--- src/rtl/mnr_pkg.sv ---
// Shared types and constants for the MIDI note remapper.
// Used by every module under rtl; depends on nothing.
package mnr_pkg;

  localparam int KEY_COUNT     = 128;
  localparam int CHANNEL_COUNT = 16;
  localparam int KEY_W         = $clog2(KEY_COUNT);
  localparam int CH_W          = $clog2(CHANNEL_COUNT);
  localparam int HELD_DEPTH    = CHANNEL_COUNT * KEY_COUNT;
  localparam int HELD_AW       = CH_W + KEY_W;
  localparam int HELD_W        = 8;
  localparam int CFG_W         = 5;
  localparam int CFG_IDX_W     = 2;

  localparam logic [HELD_W-1:0]    HELD_EMPTY         = 8'hFF;
  localparam logic [3:0]           MIDI_KIND_NOTE_ON  = 4'h9;
  localparam logic [3:0]           MIDI_KIND_NOTE_OFF = 4'h8;
  localparam logic [CFG_IDX_W-1:0] REG_INPUT_CHANNEL  = 2'd0;
  localparam logic [CFG_IDX_W-1:0] REG_OUTPUT_CHANNEL = 2'd1;

  typedef enum logic [2:0] {
    FUNC_RAW_MIDI  = 3'd0,
    FUNC_NOTE_ON   = 3'd1,
    FUNC_NOTE_OFF  = 3'd2,
    FUNC_NOTE_EXPR = 3'd3,
    FUNC_TABLE_WR  = 3'd4
  } func_t;

  typedef enum logic [1:0] {
    ST_CLEAR,
    ST_IDLE,
    ST_EXEC
  } state_t;

  typedef struct packed {
    logic             we;
    logic [KEY_W-1:0] waddr;
    logic [KEY_W-1:0] wdata;
    logic             re;
    logic [KEY_W-1:0] raddr;
  } map_req_t;

  typedef struct packed {
    logic               we;
    logic [HELD_AW-1:0] waddr;
    logic [HELD_W-1:0]  wdata;
    logic               re;
    logic [HELD_AW-1:0] raddr;
  } held_req_t;

endpackage

--- src/rtl/mnr_seq.sv ---
// Event sequencer: accepts an item, reads both memories, then remaps,
// writes the held note back and registers the result. Depends on mnr_pkg.
module mnr_seq (
  input  logic                             clk,
  input  logic                             rst,
  input  logic                             start,
  output logic                             busy,
  input  logic [2:0]                       func,
  input  logic [7:0]                       midi_status,
  input  logic [7:0]                       midi_key,
  input  logic [7:0]                       midi_velocity,
  input  logic signed [4:0]                note_channel,
  input  logic signed [7:0]                note_key,
  input  logic [6:0]                       table_index,
  input  logic [6:0]                       table_value,
  input  logic [mnr_pkg::CFG_W-1:0]        input_channel,
  input  logic [mnr_pkg::CFG_W-1:0]        output_channel,
  output mnr_pkg::map_req_t                map_req,
  input  logic [mnr_pkg::KEY_W-1:0]        map_rdata,
  output mnr_pkg::held_req_t               held_req,
  input  logic [mnr_pkg::HELD_W-1:0]       held_rdata,
  input  logic                             held_clearing,
  output logic                             done,
  output logic [1:0]                       out_kind,
  output logic [7:0]                       out_midi_status,
  output logic [7:0]                       out_midi_key,
  output logic [7:0]                       out_midi_velocity,
  output logic signed [4:0]                out_note_channel,
  output logic signed [7:0]                out_note_key
);

  mnr_pkg::state_t state, state_next;

  logic                        accept;
  logic                        is_raw;
  logic [2:0]                  func_q;
  logic [7:0]                  status_q;
  logic [7:0]                  key_q;
  logic [7:0]                  vel_q;
  logic [4:0]                  nch_q;
  logic [7:0]                  nkey_q;
  logic [mnr_pkg::HELD_AW-1:0] idx_q;

  logic [mnr_pkg::CFG_W-1:0]   in_ch_m1;
  logic [3:0]                  new_ch;
  logic [3:0]                  kind;
  logic                        raw_q;
  logic                        sel;
  logic                        proc;
  logic                        held_full;
  logic [7:0]                  mapped;
  logic [7:0]                  res_status;
  logic [7:0]                  res_key;
  logic [4:0]                  res_nch;
  logic [7:0]                  res_nkey;

  assign is_raw = (func == mnr_pkg::FUNC_RAW_MIDI);
  assign accept = start && (state == mnr_pkg::ST_IDLE);

  always_ff @(posedge clk) begin
    if (rst) begin
      state <= mnr_pkg::ST_CLEAR;
    end else begin
      state <= state_next;
    end
  end

  always_comb begin
    state_next = state;
    busy       = 1'b1;
    unique case (state)
      mnr_pkg::ST_CLEAR: begin
        if (!held_clearing) begin
          state_next = mnr_pkg::ST_IDLE;
        end
      end
      mnr_pkg::ST_IDLE: begin
        busy = 1'b0;
        if (start && func <= mnr_pkg::FUNC_NOTE_EXPR) begin
          state_next = mnr_pkg::ST_EXEC;
        end
      end
      mnr_pkg::ST_EXEC: begin
        state_next = mnr_pkg::ST_IDLE;
      end
      default: begin
        state_next = mnr_pkg::ST_IDLE;
      end
    endcase
  end

  always_ff @(posedge clk) begin
    if (accept) begin
      func_q   <= func;
      status_q <= midi_status;
      key_q    <= midi_key;
      vel_q    <= midi_velocity;
      nch_q    <= note_channel;
      nkey_q   <= note_key;
      idx_q    <= is_raw ? {midi_status[3:0], midi_key[6:0]}
                         : {note_channel[3:0], note_key[6:0]};
    end
  end

  always_comb begin
    map_req       = '0;
    map_req.we    = accept && (func == mnr_pkg::FUNC_TABLE_WR);
    map_req.waddr = table_index;
    map_req.wdata = table_value;
    map_req.re    = accept;
    map_req.raddr = is_raw ? midi_key[6:0] : note_key[6:0];
  end

  always_comb begin
    in_ch_m1   = input_channel - 1'b1;
    new_ch     = 4'(output_channel - 1'b1);
    kind       = status_q[7:4];
    raw_q      = (func_q == mnr_pkg::FUNC_RAW_MIDI);
    mapped     = {1'b0, map_rdata};
    held_full  = (held_rdata != mnr_pkg::HELD_EMPTY);
    res_status = status_q;
    res_key    = key_q;
    res_nch    = nch_q;
    res_nkey   = nkey_q;
    held_req   = '0;
    held_req.re    = accept;
    held_req.raddr = is_raw ? {midi_status[3:0], midi_key[6:0]}
                            : {note_channel[3:0], note_key[6:0]};
    held_req.waddr = idx_q;
    if (raw_q) begin
      sel  = (input_channel == '0) || ({1'b0, status_q[3:0]} == in_ch_m1);
      proc = sel && (kind == mnr_pkg::MIDI_KIND_NOTE_ON ||
                     kind == mnr_pkg::MIDI_KIND_NOTE_OFF);
    end else begin
      sel  = (input_channel == '0) || (!nch_q[4] && ({1'b0, nch_q[3:0]} == in_ch_m1));
      proc = sel && !nkey_q[7];
    end
    if (proc) begin
      if (raw_q) begin
        if (kind == mnr_pkg::MIDI_KIND_NOTE_ON && vel_q != 8'd0) begin
          held_req.wdata = mapped;
          res_key        = mapped;
        end else if (held_full) begin
          held_req.wdata = mnr_pkg::HELD_EMPTY;
          res_key        = held_rdata;
        end
        held_req.we = (kind == mnr_pkg::MIDI_KIND_NOTE_ON && vel_q != 8'd0) || held_full;
        if (output_channel != '0) begin
          res_status = {kind, new_ch};
        end
      end else begin
        if (func_q == mnr_pkg::FUNC_NOTE_ON) begin
          held_req.we    = 1'b1;
          held_req.wdata = mapped;
          res_nkey       = mapped;
        end else if (held_full) begin
          held_req.we    = (func_q == mnr_pkg::FUNC_NOTE_OFF);
          held_req.wdata = mnr_pkg::HELD_EMPTY;
          res_nkey       = held_rdata;
        end
        if (output_channel != '0) begin
          res_nch = {1'b0, new_ch};
        end
      end
    end
    held_req.we = held_req.we && (state == mnr_pkg::ST_EXEC);
  end

  always_ff @(posedge clk) begin
    if (rst) begin
      done <= 1'b0;
    end else begin
      done <= (state == mnr_pkg::ST_EXEC);
    end
  end

  always_ff @(posedge clk) begin
    if (state == mnr_pkg::ST_EXEC) begin
      out_kind          <= func_q[1:0];
      out_midi_status   <= raw_q ? res_status : 8'd0;
      out_midi_key      <= raw_q ? res_key    : 8'd0;
      out_midi_velocity <= raw_q ? vel_q      : 8'd0;
      out_note_channel  <= raw_q ? 5'sd0 : res_nch;
      out_note_key      <= raw_q ? 8'sd0 : res_nkey;
    end
  end

endmodule
--- config.mk ---
export PLATFORM = sky130hd
export DESIGN_NAME = mnr_seq
export DESIGN_NICKNAME = d
export VERILOG_FILES = /design/src/rtl/mnr_pkg.sv /design/src/rtl/mnr_seq.sv
export SDC_FILE = /design/constraint.sdc
export NUM_CORES = 1
export LEC_CHECK = 0
export ABC_AREA = 1
export BUFFER_PORTS_ARGS = -buffer_cell sky130_fd_sc_hd__buf_4
export CORE_ASPECT_RATIO = 0.7
export CORE_UTILIZATION = 50
export CTS_BUF_LIST = sky130_fd_sc_hd__clkbuf_8
export DETAILED_ROUTE_END_ITERATION = 7
export GPL_TIMING_DRIVEN = 0
export PLACE_DENSITY_LB_ADDON = 0.2
export SKIP_LAST_GASP = 1
export SLEW_MARGIN = 20
export SYNTH_ARGS = -nofsm -noshare
export SYNTH_HDL_FRONTEND = slang
export SYNTH_SLANG_ARGS = --single-unit
--- constraint.sdc ---
create_clock -name clk -period 2.4 [get_ports clk]
set_input_delay 0.12 -clock clk [delete_from_list [all_inputs] [get_ports clk]]
set_output_delay 0.12 -clock clk [all_outputs]
set_load 0.01 [all_outputs]
### After elaboration in Yosys (flattened, before gate mapping)

Cells that the tools add are included.

* logic and storage cells: 77
* bits in latches: 0
* RAM bits: 0
* input bits: 83
* output and inout bits: 96
* register bits: 93
* memories: 0
* memory bits (read-only): 0

* equality and inequality tests: 12
* $add $sub $neg: 2
* multiplexer cells: 26
* shifts and indexed selects: 0
* reduce and logical (&&, ||, !) cells: 21
* bitwise logic cells: 0
* magnitude comparators: 1
* $mul: 0
* div/mod/pow operators: 0

Operator list (count)
* 8-bit 2-to-1 mux: 11
* 11-bit 2-to-1 mux: 1
* 4-bit by 5-bit equality test with 1-bit output: 2
* 5-bit 2-to-1 mux: 2
* 4-bit equality test (second input constant): 2
* 1-bit logical AND: 8
* 4-bit 2-to-1 mux: 2
* 8-bit inequality test (second input constant): 1
* 8-bit nonzero test: 1
* 7-bit 2-to-1 mux: 1
* 3-bit logical NOT: 2
* 1-bit 2-to-1 mux: 6
* 5-bit logical NOT: 1
* 5-bit nonzero test: 1
* 5-bit by 1-bit subtractor with 5-bit output (second input constant): 1
* 1-bit logical OR: 4
* 2-bit 2-to-1 mux: 2
* 2-bit case mux with 2 select lines: 1
* 4-bit by 1-bit subtractor with 4-bit output (second input constant): 1
* 3-bit by 1-bit equality test with 1-bit output (second input constant): 1
* 3-bit by 2-bit equality test with 1-bit output (second input constant): 1
* 3-bit equality test (second input constant): 1
* 3-bit by 2-bit <= comparator with 1-bit output (second input constant): 1
* 2-bit by 1-bit equality test with 1-bit output (second input constant): 1
* 6 further kinds: 7

### Logic depth before layout (Yosys ltp)

Gate-level depths: netlist (run 1).

* depth in word-level cells: 8
* gate-level depth with buffers: 15
* gate-level depth less buffers: 14

### Worst setup path before layout (run 1)

Ideal clock, no wire load.

* path type: register to register
* start point: register state[0]
* end point: register func_q[0] (enable)
* setup time: 0.408 ns
* path buffers: 0
* required time: 1.992 ns
* cell stages (with the launch flop): 5
* setup slack: 0.398 ns
* period minus slack after synthesis: 2.002 ns
* arrival time: 1.595 ns
* cells stage by stage: dfxtp_1 inv_1 nor2_1 nand2_1 inv_1

* longest elaborated chain between the ends: 2

RTL lines
* start, declared: RTL line mnr_seq.sv:32 `mnr_pkg::state_t state, state_next;`
* start signal, assigned: RTL line mnr_seq.sv:62 `state <= mnr_pkg::ST_CLEAR;`
* start signal, assigned: RTL line mnr_seq.sv:64 `state <= state_next;`
* 2-bit by 1-bit equality test with 1-bit output: RTL line mnr_seq.sv:58 `assign accept = start && (state == mnr_pkg::ST_IDLE);`
* 1-bit logical AND: RTL line mnr_seq.sv:58
* via accept: RTL line mnr_seq.sv:34 `logic accept;`
* end signal, assigned: RTL line mnr_seq.sv:94 `func_q <= func;`
* end, declared: RTL line mnr_seq.sv:36 `logic [2:0] func_q;`

The timed path passes the listed nets, and every way through them passes these cells.
A chain may end at the register's enable or synchronous reset.

==> results.cfg, run 1 <==
[clocking]
cts_made_buffers = 9
cts_tree = built
clk_latency_ps = 370
clk_pin_slew_ps = 90
root_buffer = clkbuf_8
cts_sinks = 93
cts_max_level = 3
cts_buffer_depth = 2

[placed_design]
dp_slack_ps = 394.9
portBuffers = 164
finalWeightedCongestion = 0.8895
hpwl_mm = 9.099

[drt]
drt_first_pass_iters = 5
drt_wl_total_mm = 13.07
wire_per_inst_um = 15.54
ant_nets = 0
viasPerCell = 4.923
drt_iter0_markers = 302
vias = 4140
drc = 0

[logic_synthesis]
seq_area_frac_synth = 0.5858
synthArstFlopShare = 0
synth-seq-cells = 93
avgSynthCellArea_um2 = 9.644
synth_edf_count = 90
ys_warn_count = 0
yosysUniqueCellTypes = 34
synth_nets = 575
netlist_area_mm2 = 0.004716
synthCells = 489
synth_flop_cell = edfxtp_1

[floorplanning]
core_mm2 = 0.009107
initial_core_util = 0.5178
dieHeight_um = 83.26
rows = 29
floorplan.die_area_mm2 = 0.009830
die_w_um = 118.1
io_pins = 179

[timing]
slew_headroom = 0.5821
setup_viol = 0
rsz0062_at_grt = no
worst_pin_slew_ps = 625.9
clock.fmax_mhz = 452.9
skew_ps = 8.470
whs_ps = 64.11
period_needed_ps = 2208
slew_viol_final = 0
fin_ws_ps = 192.2
fin_crit_sh = 0.9199
hold_violations = 0

[global_route]
grt_pass1_wl_mm = 20.77
antenna_found_initial = 0
grt_use_total = 0.2755
grt_pass1_vias = 4133
grt_overflow_total = 0
grt_max_degree = 32

[min_path]
hold_path_depth = 3
worstHoldEndpoint = state[1]$_SDFFE_PP0P_
min_from = start
hp-class = in2reg

[cells_and_area]
fin_nets = 798
area_delta_synth_final_pct = 44.04
num_antenna_cells = 0
drive_above_1_share = 0.3445
final_util = 0.7458

[critical_path]
worstPathMaxFanout = 10
ff2ff_path_depth = 8
r2r_end = out_midi_key[5]$_SDFFCE_PN0P_
reg2reg_from = func_q[1]$_DFFE_PP_
rrSetupSlack_ps = 420
startpoint_type = register
worst_ep_arrival_time_ps = 2090
crit_required_ps = 2280
critPathCaptureType = output port
path_class = reg2out

[power_and_ir_drop]
total_power_uw = 3366
p_per_area_mw_per_mm2 = 495.5
vdd_drop_max_mv = 0.3624
p_leak_uw = 0.003157

[job]
maxCapViolCount = 0

[status]
status = finished clean
[cell usage after synthesis, types with 3 or more instances]
| cell type | n | area share |
|---|---|---|
| buf_4 | 23 | 0.037 |
| nor2_2 | 4 | 0.0053 |
| mux2_2 | 11 | 0.026 |
| buf_6 | 3 | 0.0072 |
| nor2_1 | 64 | 0.051 |
| ha_1 | 3 | 0.0080 |
| nand3_1 | 32 | 0.034 |
| o21ai_0 | 43 | 0.046 |
| inv_1 | 64 | 0.051 |
| edfxtp_1 | 90 | 0.57 |
| nand2_1 | 87 | 0.069 |
| nand2_2 | 3 | 0.0040 |
| dfxtp_1 | 3 | 0.013 |
| a21oi_1 | 24 | 0.025 |
| clkbuf_1 | 10 | 0.0080 |
| xor2_1 | 4 | 0.0074 |
[placed cells by master, fill, tap and decap left out, types with 2 or more instances in the layout]
| cell | n |
|---|---|
| a21oi_1 | 23 |
| a21oi_2 | 2 |
| buf_12 | 2 |
| buf_4 | 191 |
| buf_6 | 3 |
| clkbuf_1 | 8 |
| clkbuf_2 | 2 |
| clkbuf_8 | 9 |
| clkinvlp_4 | 2 |
| dfxtp_1 | 3 |
| dlygate4sd3_1 | 42 |
| edfxtp_1 | 90 |
| ha_1 | 3 |
| inv_1 | 63 |
| inv_2 | 3 |
| inv_6 | 4 |
| mux2_2 | 11 |
| nand2_1 | 87 |
| nand2_2 | 3 |
| nand2_4 | 2 |
| nand3_1 | 32 |
| nand4_1 | 2 |
| nor2_1 | 62 |
| nor2_2 | 5 |
| nor3_1 | 2 |
| o21ai_0 | 43 |
| xor2_1 | 4 |
[state kept, by name, indices dropped and copies added, names as in the netlist]
register / cells
done: 1
func_q: 3
idx_q: 11
key_q: 8
nch_q: 5
nkey_q: 8
out_kind: 2
out_midi_key: 8
out_midi_status: 8
out_midi_velocity: 8
out_note_channel: 5
out_note_key: 8
state: 2
status_q: 8
vel_q: 8
[power breakdown]
part	total [uW]	switching (uW)	internal, uW
Clock	980	589	391
Sequential	1850	19.2	1830
Combinational	536	253	283
Total	3370	861	2500
[area by class of cell]
class	count	area (um2)
multi-input combinational	291	1450
timing repair buffer	212	1722
tap	124	155.1
clock inverter	7	56.30
clock buffer	9	123.9
buffer	39	270.3
sequential	93	2763
inverter	66	252.7
fill	625	2315
[worst max path at each step]
| stage | startpoint | to | slack, ps | cells past startpoint |
|---|---|---|---|---|
| 2_1_floorplan | state[0]$_SDFFE_PP0P_ | func_q[0]$_DFFE_PP_ | 400 | 4 |
| 3_3_place_gp | state[0]$_SDFFE_PP0P_ | held_req[11] | -220 | 6 |
| 3_5_place_dp | func_q[1]$_DFFE_PP_ | held_req[31] | 390 | 11 |
| 4_1_cts | vel_q[6]$_DFFE_PP_ | held_req[16] | 30 | 8 |
| 5_1_grt | func_q[1]$_DFFE_PP_ | held_req[31] | 0.9 | 11 |
| 6_report | func_q[1]$_DFFE_PP_ | held_req[31] | 190 | 11 |
[critical path, stage by stage (launching register included)]
cell      delay [ps]
edfxtp_1         430
nor2_2           120
inv_1             80
nor2_4           140
inv_1             80
nor2_2           140
nand2_4          130
nand2_8          130
inv_6             50
buf_8            130
nor2_1           140
buf_4            150
[routing by layer]
metal,part of all wire,up-vias,GRT usage
met2,0.47,208,0.4610
met3,0.085,23,0.07418
met5,0,-,0
met1,0.44,1866,0.3560
met4,0.011,0,0.06876
li1,-,2043,-
[logic make-up after synthesis]
kind of cell               after synthesis  synth area share
and+or+nand+nor                        202            0.1847
buffers and inverters                  105            0.1104
DFF                                     93            0.5858
AOI/OAI and AO/OA                       71           0.07748
muxes                                   11           0.02627
xor gates and xnor gates                 4          0.007428
adders and majority gates                3          0.007961
[metrics by stage]
stage	setup TNS [ps]	area, um2	instances
after global placement	-6655	6102	777
after floorplan	0	4716	489
after global routing	0	6793	841
after detailed placement	0	6142	779
final	0	6793	841
after CTS	0	6748	837
[what timing repair did]
item,4_1_cts,5_1_grt
setup endpoints to repair,1,9
gates resized for setup,1,8
endpoints found under the hold margin,43,0
pin swaps,0,1
hold buffers,42,0
cloned,0,0
buffers inserted,0,4
No activity file was read; power rests on OpenSTA's default activity.
==> run 2: changes to the inputs <==
--- a/config.mk
+++ b/config.mk
@@ -8,11 +8,12 @@
 export ABC_AREA = 1
 export BUFFER_PORTS_ARGS = -buffer_cell sky130_fd_sc_hd__buf_4
 export CORE_ASPECT_RATIO = 0.7
-export CORE_UTILIZATION = 50
+export CORE_UTILIZATION = 51
 export CTS_BUF_LIST = sky130_fd_sc_hd__clkbuf_8
 export DETAILED_ROUTE_END_ITERATION = 7
 export GPL_TIMING_DRIVEN = 0
 export PLACE_DENSITY_LB_ADDON = 0.2
+export SKIP_CTS_REPAIR_TIMING = 1
 export SKIP_LAST_GASP = 1
 export SLEW_MARGIN = 20
 export SYNTH_ARGS = -nofsm -noshare
==> results.cfg, run 2 (synthesis results as in run 1) <==
[cells_and_area]
area.sequential_mm2 = 0.002763
multiInputGateArea_mm2 = 0.001450
area_delta_synth_final_pct = 43.22
final_common_cell = buf_4
fillers = 605
most-common-layout-cells = buf_4 (188), edfxtp_1 (90), nand2_1 (87)
fin_nets = 794
final_cell_area_mm2 = 0.006754
drive_above_1_share = 0.3399
largest_reg_flops = 11
num_antenna_cells = 0
largest-register = idx_q

[timing]
hold_violations = 0
period_needed_ps = 2268
skew_ps = 20.55
fin_crit_sh = 0.9450
clock.fmax_mhz = 440.9
setup_viol = 0
worst_pin_slew_ps = 848.2
slew_viol_final = 0
slew_headroom = 0.4346

[drt]
wire_per_inst_um = 15.59
vias = 4225
viasPerCell = 5.078
drc = 0
drt_first_pass_iters = 6
drt_iter0_markers = 342
ant_nets = 0
drt_wl_total_mm = 12.97

[placed_design]
dpl_cell_area_mm2 = 0.006117
hpwl_mm = 8.789
portBuffers = 164
finalWeightedCongestion = 0.8911

[global_route]
grt_use_total = 0.2491
grt_pass1_wl_mm = 17.44
grt_max_degree = 40
grt_pass1_vias = 3692
grt_overflow_total = 0
antenna_found_initial = 0

[floorplanning]
rows = 28
die_w_um = 116.9
io_pins = 179
dieHeight_um = 82.45
floorplan.die_area_mm2 = 0.009641
initial_core_util = 0.5406
core_mm2 = 0.008723

[min_path]
hp-class = in2reg

[clocking]
cts_buffer_depth = 2
clk_latency_ps = 380
cts_tree = built
cts_made_buffers = 9
clk_pin_slew_ps = 90
cts_sinks = 93
root_buffer = clkbuf_8
cts_max_level = 3

[critical_path]
startpoint_type = register
worst_ep_arrival_time_ps = 2150
path_class = reg2out
crit_required_ps = 2280
critPathCaptureType = output port
worstPathMaxFanout = 10

[power_and_ir_drop]
p_leak_uw = 0.003145
vdd_drop_max_mv = 0.4842
total_power_uw = 3429
p_per_area_mw_per_mm2 = 507.7

[job]
maxCapViolCount = 0

[status]
status = finished clean
[run 2: cell count changes in the layout (fill, tap and decap cells not counted)]
| cell | previous run | this run |
|---|---|---|
| clkinv_2 | 0 | 1 |
| inv_6 | 4 | 2 |
| buf_12 | 2 | 1 |
| inv_8 | 1 | 0 |
| clkinv_4 | 0 | 2 |
| clkinvlp_4 | 2 | 0 |
| buf_4 | 191 | 188 |
| bufinv_16 | 0 | 1 |
[run 2: final timing paths]
path	depth (start not counted)	slack, ps	from	end
setup / recovery	8	130	vel_q[6]$_DFFE_PP_	held_req[17]
hold / removal	3	90	start	state[1]$_SDFFE_PP0P_
setup reg to reg	7	390	func_q[1]$_DFFE_PP_	out_midi_key[2]$_SDFFCE_PN0P_
hold reg to reg	0	540	func_q[1]$_DFFE_PP_	out_kind[1]$_DFFE_PP_
[run 2: routing by layer]
metal	routed length [um]	part of all wire	vias up	track usage
li1	-	-	2033	-
met1	5181	0.40	1907	0.3133
met2	6320	0.49	265	0.4124
met3	1276	0.098	20	0.07445
met4	195	0.015	0	0.08861
met5	0	0	-	0
[run 2: metrics by stage]
stage / hold WS [ps] / instances / util / worst slack, ps / TNS, ps
2_1_floorplan: 192.4 / 489 / - / 397.9 / 0
3_3_place_gp: 297.8 / 773 / 0.6989 / -184.6 / -5018
3_5_place_dp: 299.3 / 774 / 0.7012 / 408.6 / 0
4_1_cts: -93.77 / 789 / 0.7229 / -48.45 / -92.39
5_1_grt: 94.86 / 832 / 0.7742 / -27.85 / -27.85
6_report: 89.71 / 832 / 0.7742 / 132.1 / 0
[run 2: critical path, stage by stage, from the launching register on]
cell,delay (ps)
edfxtp_1,390
inv_1,100
nand4_1,150
o21ai_2,310
clkbuf_2,300
nor2_1,70
o21ai_0,220
nor2_1,80
buf_4,150
[run 2: cell type report]
cell class              count  area share
plain buffers              39     0.04001
clock buffers               9     0.01834
clock inverters             6    0.009633
inverters                  66     0.03742
multi-input cells         291      0.2147
flip-flops and latches     93      0.4090
well taps                 120     0.02223
repair buffers            208      0.2486
[run 2: report_power, final]
part           total (uW)  internal (uW)  switching, uW
Combinational         532            280            251
Sequential           1850           1830           18.7
Clock                1050            478            571
