**src/rtl/mnr_pkg.sv**
```systemverilog
// Shared types and constants for the MIDI note remapper.
// Used by every module under rtl; depends on nothing.
package mnr_pkg;

  localparam int KEY_COUNT     = 128;
  localparam int CHANNEL_COUNT = 16;
  localparam int KEY_W         = $clog2(KEY_COUNT);
  localparam int CH_W          = $clog2(CHANNEL_COUNT);
  localparam int HELD_DEPTH    = CHANNEL_COUNT * KEY_COUNT;
  localparam int HELD_AW       = CH_W + KEY_W;
  localparam int HELD_W        = 8;
  localparam int CFG_W         = 5;
  localparam int CFG_IDX_W     = 2;

  localparam logic [HELD_W-1:0]    HELD_EMPTY         = 8'hFF;
  localparam logic [3:0]           MIDI_KIND_NOTE_ON  = 4'h9;
  localparam logic [3:0]           MIDI_KIND_NOTE_OFF = 4'h8;
  localparam logic [CFG_IDX_W-1:0] REG_INPUT_CHANNEL  = 2'd0;
  localparam logic [CFG_IDX_W-1:0] REG_OUTPUT_CHANNEL = 2'd1;

  typedef enum logic [2:0] {
    FUNC_RAW_MIDI  = 3'd0,
    FUNC_NOTE_ON   = 3'd1,
    FUNC_NOTE_OFF  = 3'd2,
    FUNC_NOTE_EXPR = 3'd3,
    FUNC_TABLE_WR  = 3'd4
  } func_t;

  typedef enum logic [1:0] {
    ST_CLEAR,
    ST_IDLE,
    ST_EXEC
  } state_t;

  typedef struct packed {
    logic             we;
    logic [KEY_W-1:0] waddr;
    logic [KEY_W-1:0] wdata;
    logic             re;
    logic [KEY_W-1:0] raddr;
  } map_req_t;

  typedef struct packed {
    logic               we;
    logic [HELD_AW-1:0] waddr;
    logic [HELD_W-1:0]  wdata;
    logic               re;
    logic [HELD_AW-1:0] raddr;
  } held_req_t;

endpackage

```
**src/rtl/mnr_key_map.sv**
```systemverilog
// Key map memory: one write port, one registered read port.
// Depends on mnr_pkg.
module mnr_key_map (
  input  logic                         clk,
  input  mnr_pkg::map_req_t            req,
  output logic [mnr_pkg::KEY_W-1:0]    rdata
);

  logic [mnr_pkg::KEY_W-1:0] mem [mnr_pkg::KEY_COUNT];

  always_ff @(posedge clk) begin
    if (req.we) begin
      mem[req.waddr] <= req.wdata;
    end
    if (req.re) begin
      rdata <= mem[req.raddr];
    end
  end

endmodule

```
**config.mk**
```make
export PLATFORM = sky130hd
export DESIGN_NAME = mnr_key_map
export DESIGN_NICKNAME = d
export VERILOG_FILES = /design/src/rtl/mnr_pkg.sv /design/src/rtl/mnr_key_map.sv
export SDC_FILE = /design/constraint.sdc
export NUM_CORES = 1
export LEC_CHECK = 0
export BUFFER_PORTS_ARGS = -buffer_cell sky130_fd_sc_hd__buf_4
export CORE_MARGIN = 8
export CORE_UTILIZATION = 57
export DETAILED_ROUTE_END_ITERATION = 6
export GPL_ROUTABILITY_DRIVEN = 0
export PLACE_DENSITY = 0.76
export SLEW_MARGIN = 15
export SYNTH_ARGS = -nofsm -noshare
export SYNTH_HDL_FRONTEND = slang
export SYNTH_SLANG_ARGS = --single-unit
```
**constraint.sdc**
```tcl
create_clock -name clk -period 3.4 [get_ports clk]
set_clock_uncertainty 0.15 [all_clocks]
set_input_delay 0.68 -clock clk [delete_from_list [all_inputs] [get_ports clk]]
set_output_delay 0.68 -clock clk [all_outputs]
set_load 0.02 [all_outputs]
```
After elaboration in Yosys (flattened, before gate mapping). Memory sizes are Yosys's and may differ from the RTL's. A register that Yosys moved wholly into a read port is not among the register bits. Cells that the tools add are included.

Flip-flop bits (word level): 0. Memory bits (writable): 896. Input port bits: 24. Output and inout bits: 7. Word-level logic and storage cells: 3. Memories: 1.

Mux-type cells: 2.

Memory list: mem (words 128, bits a word 7, rd ports 1, clocked after memory_dff 1, write ports 1, line mnr_key_map.sv:9) `logic [mnr_pkg::KEY_W-1:0] mem [mnr_pkg::KEY_COUNT];`.

Operators with widths (number): 2-to-1 mux 1 bit (2).

Longest topological paths before layout. Gate-level depths: netlist of run 1.

Depth after elaboration: 2. Mapped depth: 7. Depth with buffers taken out: 4.

Worst setup path before layout of run 1. Ideal clock, no wire load.

Path kind: input port to flip-flop. From: input port req[0] (netlist name). To: register rdata[0] (netlist name) (read register of mem) (data pin). Setup time: 0.260 ns. Arrival: 3.065 ns. Required time: 2.990 ns. Path slack: -0.075 ns. Stages on the path: 6. Path buffers: 2. Path through: buf_2 clkbuf_1 mux4_2 mux4_2 mux4_2 mux2_2.

RTL lines: start, declared (line mnr_key_map.sv:5) `input mnr_pkg::map_req_t req,`; end, declared (line mnr_key_map.sv:6) `output logic [mnr_pkg::KEY_W-1:0] rdata`.

==> qor.csv, run 1 <==
stage,metric,value,unit
timing,worst_pin_slew,0.8417,ns
floorplan,dieHeight,263.4,um
drt,drt_pass1_iterations,7,
clock_network,cts_tree,yes,
status,status,"complete, but fails checks",
drt,drt-initial-drc-count,1837,
drt,drcViolationCount,2,
global_routing,grt_pass1_wl,115200,um
timing,fin_crit,3.011,ns
cells_and_area,drive_above_1_share,35.18,%
clock_network,ctsResizeCount,0,
cells_and_area,n_antenna_cell,0,
timing,whs,0.2440,ns
drt,avgRoutedWirePerCell,31.29,um
floorplan,io_pins,31,
floorplan,fp.dieW,263.4,um
worst_setup_path,crit_path_end,rdata[1]$_DFFE_PP_,
yosys,synthTopCellsByArea,"edfxtp_1 (78%), mux4_2 (19%), nor2_1 (1.3%)",
worst_setup_path,reg2reg_to,rdata[4]$_DFFE_PP_,
cells_and_area,syn2layout_area_growth,14.92,%
drt,wirelength,78100,um
global_routing,grt-ovfl-total,0,
yosys,ys_types,16,
worst_setup_path,crit_fanout,16,
global_routing,grt_usage,22.67,%
yosys,syn_area,34880,um^2
worst_setup_path,crit_path_end_kind,flip-flop,
timing,clock.fmax,332.1,MHz
drt,avgViaCountPerCell,6.512,
status,violations,DRC,
clock_network,h-tree-depth,3,
clock_network,holdBufCountCts,0,
yosys,postSynthCellCount,1453,
timing,drv_slew,0,
yosys,yosysTopAreaCellShare,77.75,%
worst_setup_path,cp.arrival,3.23,ns
clock_network,cts.path.max_buffers,3,
timing,slew_headroom,43.89,%
yosys,syn_nets,1477,
timing,fin_ws,0.3890,ns
yosys,ys_seq_area_share,77.75,%
pwr,power_density,575.8,nW/um^2
global_routing,grt_pass1_vias,16917,
worst_setup_path,rrSetupSlack,0.72,ns
timing,rsz0062_at_grt,no,
global_routing,grt_antenna_before_repair,2,
drt,detail-route-antenna-nets,0,
worst_setup_path,path_class,input pin to flip-flop,
cells_and_area,fin_cells,2496,
worst_setup_path,regToRegStartpoint,mem[88][4]$_DFFE_PP_,
cells_and_area,final_cell_mix,"edfxtp_1 (903), mux4_2 (294), buf_4 (145)",
clock_network,clock_latency,0.63,ns
timing,setup_viol,0,
clock_network,post_cts_buffers,0,
yosys,synth.avg_cell_area,24.00,um^2
timing,fin_tns_setup,0,ns
place,post-place-ws,-0.2146,ns
place,io_buffers,30,
clock_network,numCtsBuffers,87,
place,dpl.cell_count,2336,
floorplan,start_util,57.68,%
drt,num_vias,16254,
hold_path,worstHoldPathType,input pin to flip-flop,
pwr,power.leakage,12.60,nW
job,max-cap-violations,0,
timing,hold_violations,0,
floorplan,fp-row-count,90,
floorplan,core-area,60470,um^2
clock_network,numClockSinks,903,
cells_and_area,fillers,3589,
cells_and_area,nets,1667,
worst_setup_path,startpoint,req[0],
pwr,ir_drop,0.6015,mV
yosys,yosysWarnings,0,
worst_setup_path,crit_required,3.62,ns
clock_network,clk_pin_slew,0.06,ns
clock_network,root_buffer,clkbuf_16,
global_routing,grt_start_max_net_pins,85,
cells_and_area,final_common_cell,edfxtp_1,
yosys,ys_ff_latch,903,
place,hpwl,48600,um
worst_setup_path,r2r_cells,4,
floorplan,dieArea,69360,um^2
yosys,synth_top_area_cell,edfxtp_1,
worst_setup_path,worstSetupStartpointType,input pin,
timing,min_period_over_period,88.56,%
## report_power, final
part           switching [mW]  internal (mW)
Sequential             0.0231           12.3
Clock                    4.00           5.53
Combinational           0.687          0.538
## cells in the mapped netlist, drive strengths merged
library cell / count
nand4: 3
or3: 1
mux2: 7
buf: 31
nand2: 14
nor2: 122
clkbuf: 48
edfxtp: 903
mux4: 294
nand3: 12
nand2b: 2
nor2b: 7
nor3: 9
## metrics by stage
step | cell area, um^2 | util [%] | power (mW)
global route | 40080 | 66.28 | 23.66
detailed placement | 37270 | 61.63 | 13.78
finish | 40080 | 66.28 | 23.08
global placement | 37270 | 61.63 | 13.74
floorplan | 34890 | - | 13.19
CTS | 40080 | 66.28 | 23.20
## critical path, cell delays in order
cell    delay, ns
buf_8        0.16
buf_12       0.22
buf_4        0.30
mux4_2       0.55
mux4_2       0.50
mux4_2       0.52
mux2_2       0.28
## sequential cells by signal (all words and copies together), names as in the netlist
register,cells
rdata,7
mem,896
## worst min path at each step
| stage | cells past startpoint | end | slack, ns | from |
|---|---|---|---|---|
| after global routing | 1 | rdata[0]$_DFFE_PP_ | 0.21 | req[7] |
| final | 1 | rdata[5]$_DFFE_PP_ | 0.24 | req[7] |
| after floorplan | 0 | mem[0][0]$_DFFE_PP_ | 0.63 | req[8] |
| after CTS | 1 | rdata[0]$_DFFE_PP_ | 0.20 | req[7] |
| after global placement | 1 | rdata[3]$_DFFE_PP_ | 0.86 | req[7] |
| after detailed placement | 1 | rdata[3]$_DFFE_PP_ | 0.87 | req[7] |
## cell families after synthesis
logic type / count (synthesis) / synth area share, %
buffers and inverters: 79 / 1.044
DFF: 903 / 77.75
muxes: 301 / 19.21
and+or+nand+nor: 170 / 1.998
## layer usage
metal / track usage, % / vias up / routed length (um)
li1: - / 6614 / -
met1: 30.94 / 8565 / 29130
met2: 37.02 / 913 / 38910
met3: 5.053 / 158 / 7772
met4: 6.697 / 4 / 2254
met5: 0 / - / 24
## area by class of cell
| cell class | count | area (um^2) | area share (%) |
|---|---|---|---|
| Multi-Input combinational cell | 471 | 7397 | 18.46 |
| Clock inverter | 53 | 495.5 | 1.236 |
| Timing Repair Buffer | 180 | 1778 | 4.436 |
| Sequential cell | 903 | 27120 | 67.65 |
| Tap cell | 782 | 978.4 | 2.441 |
| Clock buffer | 107 | 2316 | 5.778 |
Note: power is estimated with default switching activity, not from simulation.
==> inputs of run 2 (changes only) <==
--- a/config.mk
+++ b/config.mk
@@ -7,10 +7,11 @@
 export LEC_CHECK = 0
 export BUFFER_PORTS_ARGS = -buffer_cell sky130_fd_sc_hd__buf_4
 export CORE_MARGIN = 8
-export CORE_UTILIZATION = 57
+export CORE_UTILIZATION = 63
+export CTS_CLUSTER_DIAMETER = 50
 export DETAILED_ROUTE_END_ITERATION = 6
 export GPL_ROUTABILITY_DRIVEN = 0
-export PLACE_DENSITY = 0.76
+export PLACE_DENSITY = 0.79
 export SLEW_MARGIN = 15
 export SYNTH_ARGS = -nofsm -noshare
 export SYNTH_HDL_FRONTEND = slang
==> constraint.sdc (replaced) <==
create_clock -name clk -period 2.8 [get_ports clk]
set_clock_uncertainty 0.15 [all_clocks]
set_input_delay 0.28 -clock clk [delete_from_list [all_inputs] [get_ports clk]]
set_output_delay 0.28 -clock clk [all_outputs]
set_load 0.02 [all_outputs]
==> run 2 against run 1 <==
The run now ends clean. Largest power group unchanged. Clock-buffer cell count rose by 4. Combinational power rose by 26%. Clock power rose by 23%.
==> qor.csv, run 2 (synthesized netlist as in run 1, its figures left out) <==
stage,metric,value,unit,change
floorplan,core-area,54880,um^2,-9.2%
floorplan,dieHeight,251.3,um,-4.6%
worst_setup_path,path_cells,"mux4_2, mux4_2, mux4_2, mux2_2",,
job,max-cap-violations,0,,unchanged
global_routing,grt_antenna_before_repair,2,,unchanged
worst_setup_path,crit_fanout,1,,-15
pwr,ir_drop,0.5913,mV,-1.7%
worst_setup_path,reg2reg_to,rdata[0]$_DFFE_PP_,,
worst_setup_path,r2r_cells,4,,unchanged
timing,drv_slew,0,,unchanged
worst_setup_path,crit_path_end_kind,flip-flop,,
drt,avgViaCountPerCell,6.936,,+6.5%
worst_setup_path,crit_required,3.03,ns,-0.59 ns
cells_and_area,utilization,73.84,%,+7.6 points
global_routing,grt_start_max_net_pins,105,,+24%
clock_network,post_cts_buffers,0,,unchanged
worst_setup_path,slowest_delay,0.56,ns,about the same
cells_and_area,largest_reg_flops,896,,unchanged
floorplan,start_util,63.55,%,+5.9 points
timing,fin_crit,2.767,ns,
pwr,power.leakage,12.95,nW,+2.8%
clock_network,numCtsBuffers,88,,+1.1%
worst_setup_path,crit_slowest_cell,mux4_2,,
timing,whs,0.03458,ns,-0.2094 ns
worst_setup_path,crit_top_cell,mux4_2,,
timing,clock.fmax,361.3,MHz,
drt,drt_pass1_iterations,5,,-2
worst_setup_path,startpoint,mem[100][0]$_DFFE_PP_,,
clock_network,cts.path.max_buffers,3,,unchanged
cells_and_area,seq_area,27120,um^2,unchanged
timing,setup_viol,0,,unchanged
drt,avgRoutedWirePerCell,34.21,um,+9.3%
global_routing,grt_pass1_wl,124300,um,+7.9%
cells_and_area,drive_above_1_share,37.83,%,+2.6 points
cells_and_area,fin_cells,2484,,-0.48%
worst_setup_path,worstSetupStartpointType,flip-flop,,
floorplan,fp-row-count,86,,-4.4%
place,io_buffers,30,,unchanged
global_routing,grt-ovfl-total,0,,unchanged
timing,fin_tns_setup,0,ns,unchanged
floorplan,io_pins,31,,unchanged
clock_network,cts_tree,yes,,
cells_and_area,fillers,2803,,-22%
timing,slew_headroom,37.57,%,-6.3 points
worst_setup_path,path_class,flip-flop to flip-flop,,
place,dpl.cell_count,2322,,-0.60%
cells_and_area,syn2layout_area_growth,16.18,%,
drt,num_vias,17230,,+6.0%
cells_and_area,largestRegisters,"mem: 896 flops, rdata: 7 flops",,
hold_path,worstHoldPathType,input pin to flip-flop,,
place,hpwl,50010,um,+2.9%
clock_network,h-tree-depth,3,,unchanged
clock_network,clk_pin_slew,0.07,ns,about the same
cells_and_area,final_cell_mix,"edfxtp_1 (903), mux4_2 (294), buf_4 (209)",,
drt,drcViolationCount,0,,-2
worst_setup_path,crit_path_end,rdata[0]$_DFFE_PP_,,
worst_setup_path,rrSetupSlack,0.03,ns,-0.69 ns
clock_network,clock_latency,0.64,ns,about the same
timing,worst_pin_slew,0.9330,ns,+0.09130 ns
clock_network,numClockSinks,903,,unchanged
worst_setup_path,cp.arrival,3.00,ns,-0.23 ns
clock_network,root_buffer,clkbuf_16,,
cells_and_area,multiInputGateArea,7397,um^2,unchanged
cells_and_area,top_register,mem,,
drt,drt-initial-drc-count,2310,,+26%
cells_and_area,final_common_cell,edfxtp_1,,
status,status,"complete, no violations",,
global_routing,grt_usage,27.34,%,+4.7 points
global_routing,grt_pass1_vias,18042,,+6.7%
cells_and_area,nets,1737,,+4.2%
floorplan,fp.dieW,251.3,um,-4.6%
floorplan,dieArea,63150,um^2,-9.0%
timing,hold_violations,0,,unchanged
clock_network,holdBufCountCts,5,,+5
pwr,power_density,696.0,nW/um^2,+21%
drt,wirelength,84980,um,+8.8%
timing,min_period_over_period,98.84,%,
worst_setup_path,regToRegStartpoint,mem[100][0]$_DFFE_PP_,,
timing,rsz0062_at_grt,no,,
drt,detail-route-antenna-nets,0,,unchanged
clock_network,ctsResizeCount,0,,unchanged
## run 2: worst min-delay path by stage
stage / startpoint / to / depth (start not counted)
finish: req[8] / mem[104][0]$_DFFE_PP_ / 1
detailed placement: req[7] / rdata[4]$_DFFE_PP_ / 1
floorplan: req[8] / mem[0][0]$_DFFE_PP_ / 0
global route: req[8] / mem[108][0]$_DFFE_PP_ / 1
global placement: req[7] / rdata[3]$_DFFE_PP_ / 1
CTS: req[8] / mem[104][0]$_DFFE_PP_ / 1
## run 2: layout make-up
class	count	area share [%]
repair buffers	249	5.697
well taps	704	2.174
flip-flops and latches	903	66.92
clock inverters	45	1.093
multi-input cells	471	18.25
clock buffers	111	5.857
diodes	1	0.006176
## run 2: through the flow
stage / instance area [um^2] / setup WS (ns) / power (mW)
final: 40520 / 0.03257 / 28.20
after global routing: 40520 / 0.04449 / 28.80
after CTS: 40520 / 0.07349 / 28.27
after detailed placement: 37650 / -0.3968 / 16.75
after global placement: 37650 / -0.4109 / 16.70
after floorplan: 35080 / 0.0004883 / 16.05
## run 2: worst max-delay path, delay by kind of cell, from the launching register on
kind | cells | cell delay, ns
DFF | 1 | 0.46
muxes | 4 | 1.91
## run 2: report_power, final
part / switching (mW) / leakage, nW / internal, mW / total, mW
clock network: 5.02 / 1.36 / 6.67 / 11.7
registers: 0.0295 / 8.12 / 14.9 / 15.0
logic: 0.864 / 3.46 / 0.676 / 1.54
## run 2: routing by layer
layer | share of wire, % | up-vias | wire [um] | track usage (%)
met5 | 0 | - | 0 | 0
met4 | 3.5 | 0 | 2932 | 8.979
met3 | 10 | 214 | 8654 | 6.537
met2 | 51 | 1171 | 43040 | 45.50
met1 | 36 | 9105 | 30350 | 35.94
li1 | - | 6740 | - | -
==> inputs of run 3 (changes only) <==
--- a/config.mk
+++ b/config.mk
@@ -7,11 +7,11 @@
 export LEC_CHECK = 0
 export BUFFER_PORTS_ARGS = -buffer_cell sky130_fd_sc_hd__buf_4
 export CORE_MARGIN = 8
-export CORE_UTILIZATION = 63
+export CORE_UTILIZATION = 50
 export CTS_CLUSTER_DIAMETER = 50
 export DETAILED_ROUTE_END_ITERATION = 6
 export GPL_ROUTABILITY_DRIVEN = 0
-export PLACE_DENSITY = 0.79
+export PLACE_DENSITY = 0.65
 export SLEW_MARGIN = 15
 export SYNTH_ARGS = -nofsm -noshare
 export SYNTH_HDL_FRONTEND = slang
==> run 3 against run 2 <==
Combinational power about the same. Power increased by 3.7%. Sequential share of layout area fell by 1.0 points. Sequential power barely moved. Die area grew 24%. Cell count grew 9.9%. Fmax rose by 3.5%. Design area grew 1.5%. Critical path depth unchanged. Clock power rose by 9%.
==> qor.csv, run 3 (synthesized netlist as in run 1, its figures left out) <==
stage,metric,value,unit,change
status,status,"complete, no violations",,
worst_setup_path,path_class,flip-flop to flip-flop,,
timing,worst_pin_slew,0.8409,ns,-0.09207 ns
timing,min_period_over_period,95.53,%,-3.3 points
worst_setup_path,path_delay_family,multiplexers,,
floorplan,fp.dieW,280.1,um,+11%
cells_and_area,n_antenna_cell,0,,-1
timing,fin_ws,0.1251,ns,+0.09256 ns
timing,fin_crit,2.675,ns,-0.09256 ns
hold_path,min_path_cells,2,,+1
place,hpwl,49850,um,-0.31%
cells_and_area,final_cell_mix,"edfxtp_1 (903), mux4_2 (294), buf_4 (195)",,
cells_and_area,fillers,4891,,+74%
pwr,power.leakage,13.09,nW,+1.1%
worst_setup_path,path_cells,"mux4_2, mux4_2, mux4_2, mux2_2",,
worst_setup_path,cp.arrival,2.94,ns,-0.06 ns
global_routing,grt_pass1_vias,16766,,-7.1%
worst_setup_path,crit_fanout,1,,unchanged
drt,avgRoutedWirePerCell,28.65,um,-16%
clock_network,clock_latency,0.66,ns,+0.02 ns
floorplan,dieHeight,280.1,um,+11%
timing,setup_viol,0,,unchanged
pwr,total_power,29.25,mW,+3.7%
timing,slew_headroom,43.94,%,+6.4 points
pwr,power_density,711.1,nW/um^2,+2.2%
drt,drcViolationCount,0,,unchanged
floorplan,core-area,69540,um^2,+27%
drt,avgViaCountPerCell,5.923,,-15%
worst_setup_path,crit_path_end_kind,flip-flop,,
hold_path,worstHoldPathType,input pin to flip-flop,,
cells_and_area,drive_above_1_share,38.10,%,+0.27 points
cells_and_area,largest_reg_flops,896,,unchanged
floorplan,io_pins,31,,unchanged
clock_network,cts.path.max_buffers,3,,unchanged
worst_setup_path,crit_slowest_cell,mux4_2,,
clock_network,numClockSinks,903,,unchanged
floorplan,start_util,50.15,%,-13 points
drt,detail-route-antenna-nets,0,,unchanged
worst_setup_path,slowest_delay,0.56,ns,about the same
worst_setup_path,worstSetupStartpointType,flip-flop,,
clock_network,post_cts_buffers,0,,unchanged
timing,rsz0062_at_grt,no,,
clock_network,root_buffer,clkbuf_16,,
floorplan,fp-row-count,97,,+13%
floorplan,dieArea,78460,um^2,+24%
clock_network,clk_pin_slew,0.06,ns,about the same
drt,drt-initial-drc-count,1740,,-25%
place,post-place-ws,-0.3628,ns,+0.03402 ns
worst_setup_path,r2r_cells,4,,unchanged
worst_setup_path,crit_required,3.06,ns,+0.03 ns
pwr,ir_drop,0.5402,mV,-8.6%
drt,wirelength,78200,um,-8.0%
timing,hold_violations,0,,unchanged
cells_and_area,final_common_cell,edfxtp_1,,
clock_network,h-tree-depth,3,,unchanged
cells_and_area,top_register,mem,,
global_routing,grt_start_max_net_pins,129,,+23%
drt,num_vias,16171,,-6.1%
clock_network,numCtsBuffers,97,,+10%
global_routing,grt_antenna_before_repair,2,,unchanged
global_routing,grt-ovfl-total,0,,unchanged
global_routing,grt_usage,20.24,%,-7.1 points
cells_and_area,nets,1734,,-0.17%
place,io_buffers,30,,unchanged
worst_setup_path,path_buf_inv,0,,unchanged
clock_network,cts_tree,yes,,
drt,drt_pass1_iterations,7,,+2
worst_setup_path,cp.depth,4,,unchanged
job,max-cap-violations,0,,unchanged
cells_and_area,largestRegisters,"mem: 896 flops, rdata: 7 flops",,
timing,clock.fmax,373.9,MHz,+3.5%
worst_setup_path,crit_top_cell,mux4_2,,
cells_and_area,syn2layout_area_growth,17.95,%,
global_routing,grt_pass1_wl,114500,um,-7.9%
timing,drv_slew,0,,unchanged
-- run 3: changes by cell type in the layout (fill, tap and decap cells not counted), moves of 2 or more --
cell       delta
buf_4        -14
inv_16        +2
clkinv_4      +2
clkinv_1      +5
bufinv_16     +3
clkinv_2      +5
clkbuf_1      -4
clkbuf_16     +8
inv_6         +2
-- run 3: timing repair --
action                    CTS  global route
hold endpoints to repair  112             0
hold buffers                6             0
resized for setup           0             0
-- run 3: report_power, final --
part	leakage [nW]	total, mW	internal (mW)	switching, mW
combinational	3.39	1.53	0.684	0.845
sequential	8.12	15.0	14.9	0.0262
clock	1.57	12.8	7.51	5.25
total	13.1	29.3	23.1	6.12
-- run 3: layout make-up --
cell class / instances / area (um^2) / area share, %
well taps: 940 / 1176 / 2.859
flip-flops and latches: 903 / 27120 / 65.91
clock inverters: 64 / 655.6 / 1.594
clock buffers: 115 / 2559 / 6.220
multi-input cells: 471 / 7397 / 17.98
repair buffers: 237 / 2235 / 5.432
-- run 3: path summary, 6_finish.rpt --
check	start	endpoint	slack, ns
worst max-delay path	mem[125][0]$_DFFE_PP_	rdata[0]$_DFFE_PP_	0.13
worst min-delay path	req[14]	mem[127][6]$_DFFE_PP_	0.07
worst max register to register	mem[125][0]$_DFFE_PP_	rdata[0]$_DFFE_PP_	0.13
worst min register to register	mem[114][3]$_DFFE_PP_	rdata[3]$_DFFE_PP_	1.05
-- run 3: routing by layer --
metal	share of wire [%]	GRT usage (%)
met1	41	27.82
met2	49	32.56
met3	7.8	4.523
met4	2.4	6.091
met5	0.078	0.4375
-- run 3: per-stage QoR --
stage	TNS (ns)	utilization (%)	cells	area [um^2]	hold slack, ns
CTS	0	59.16	2730	41140	0.05493
detailed placement	-2.361	54.45	2545	37860	0.4470
floorplan	0	-	1453	35080	0.2289
finish	0	59.16	2730	41140	0.06837
global placement	-2.416	54.45	2545	37860	0.4418
global route	0	59.16	2730	41140	0.08375
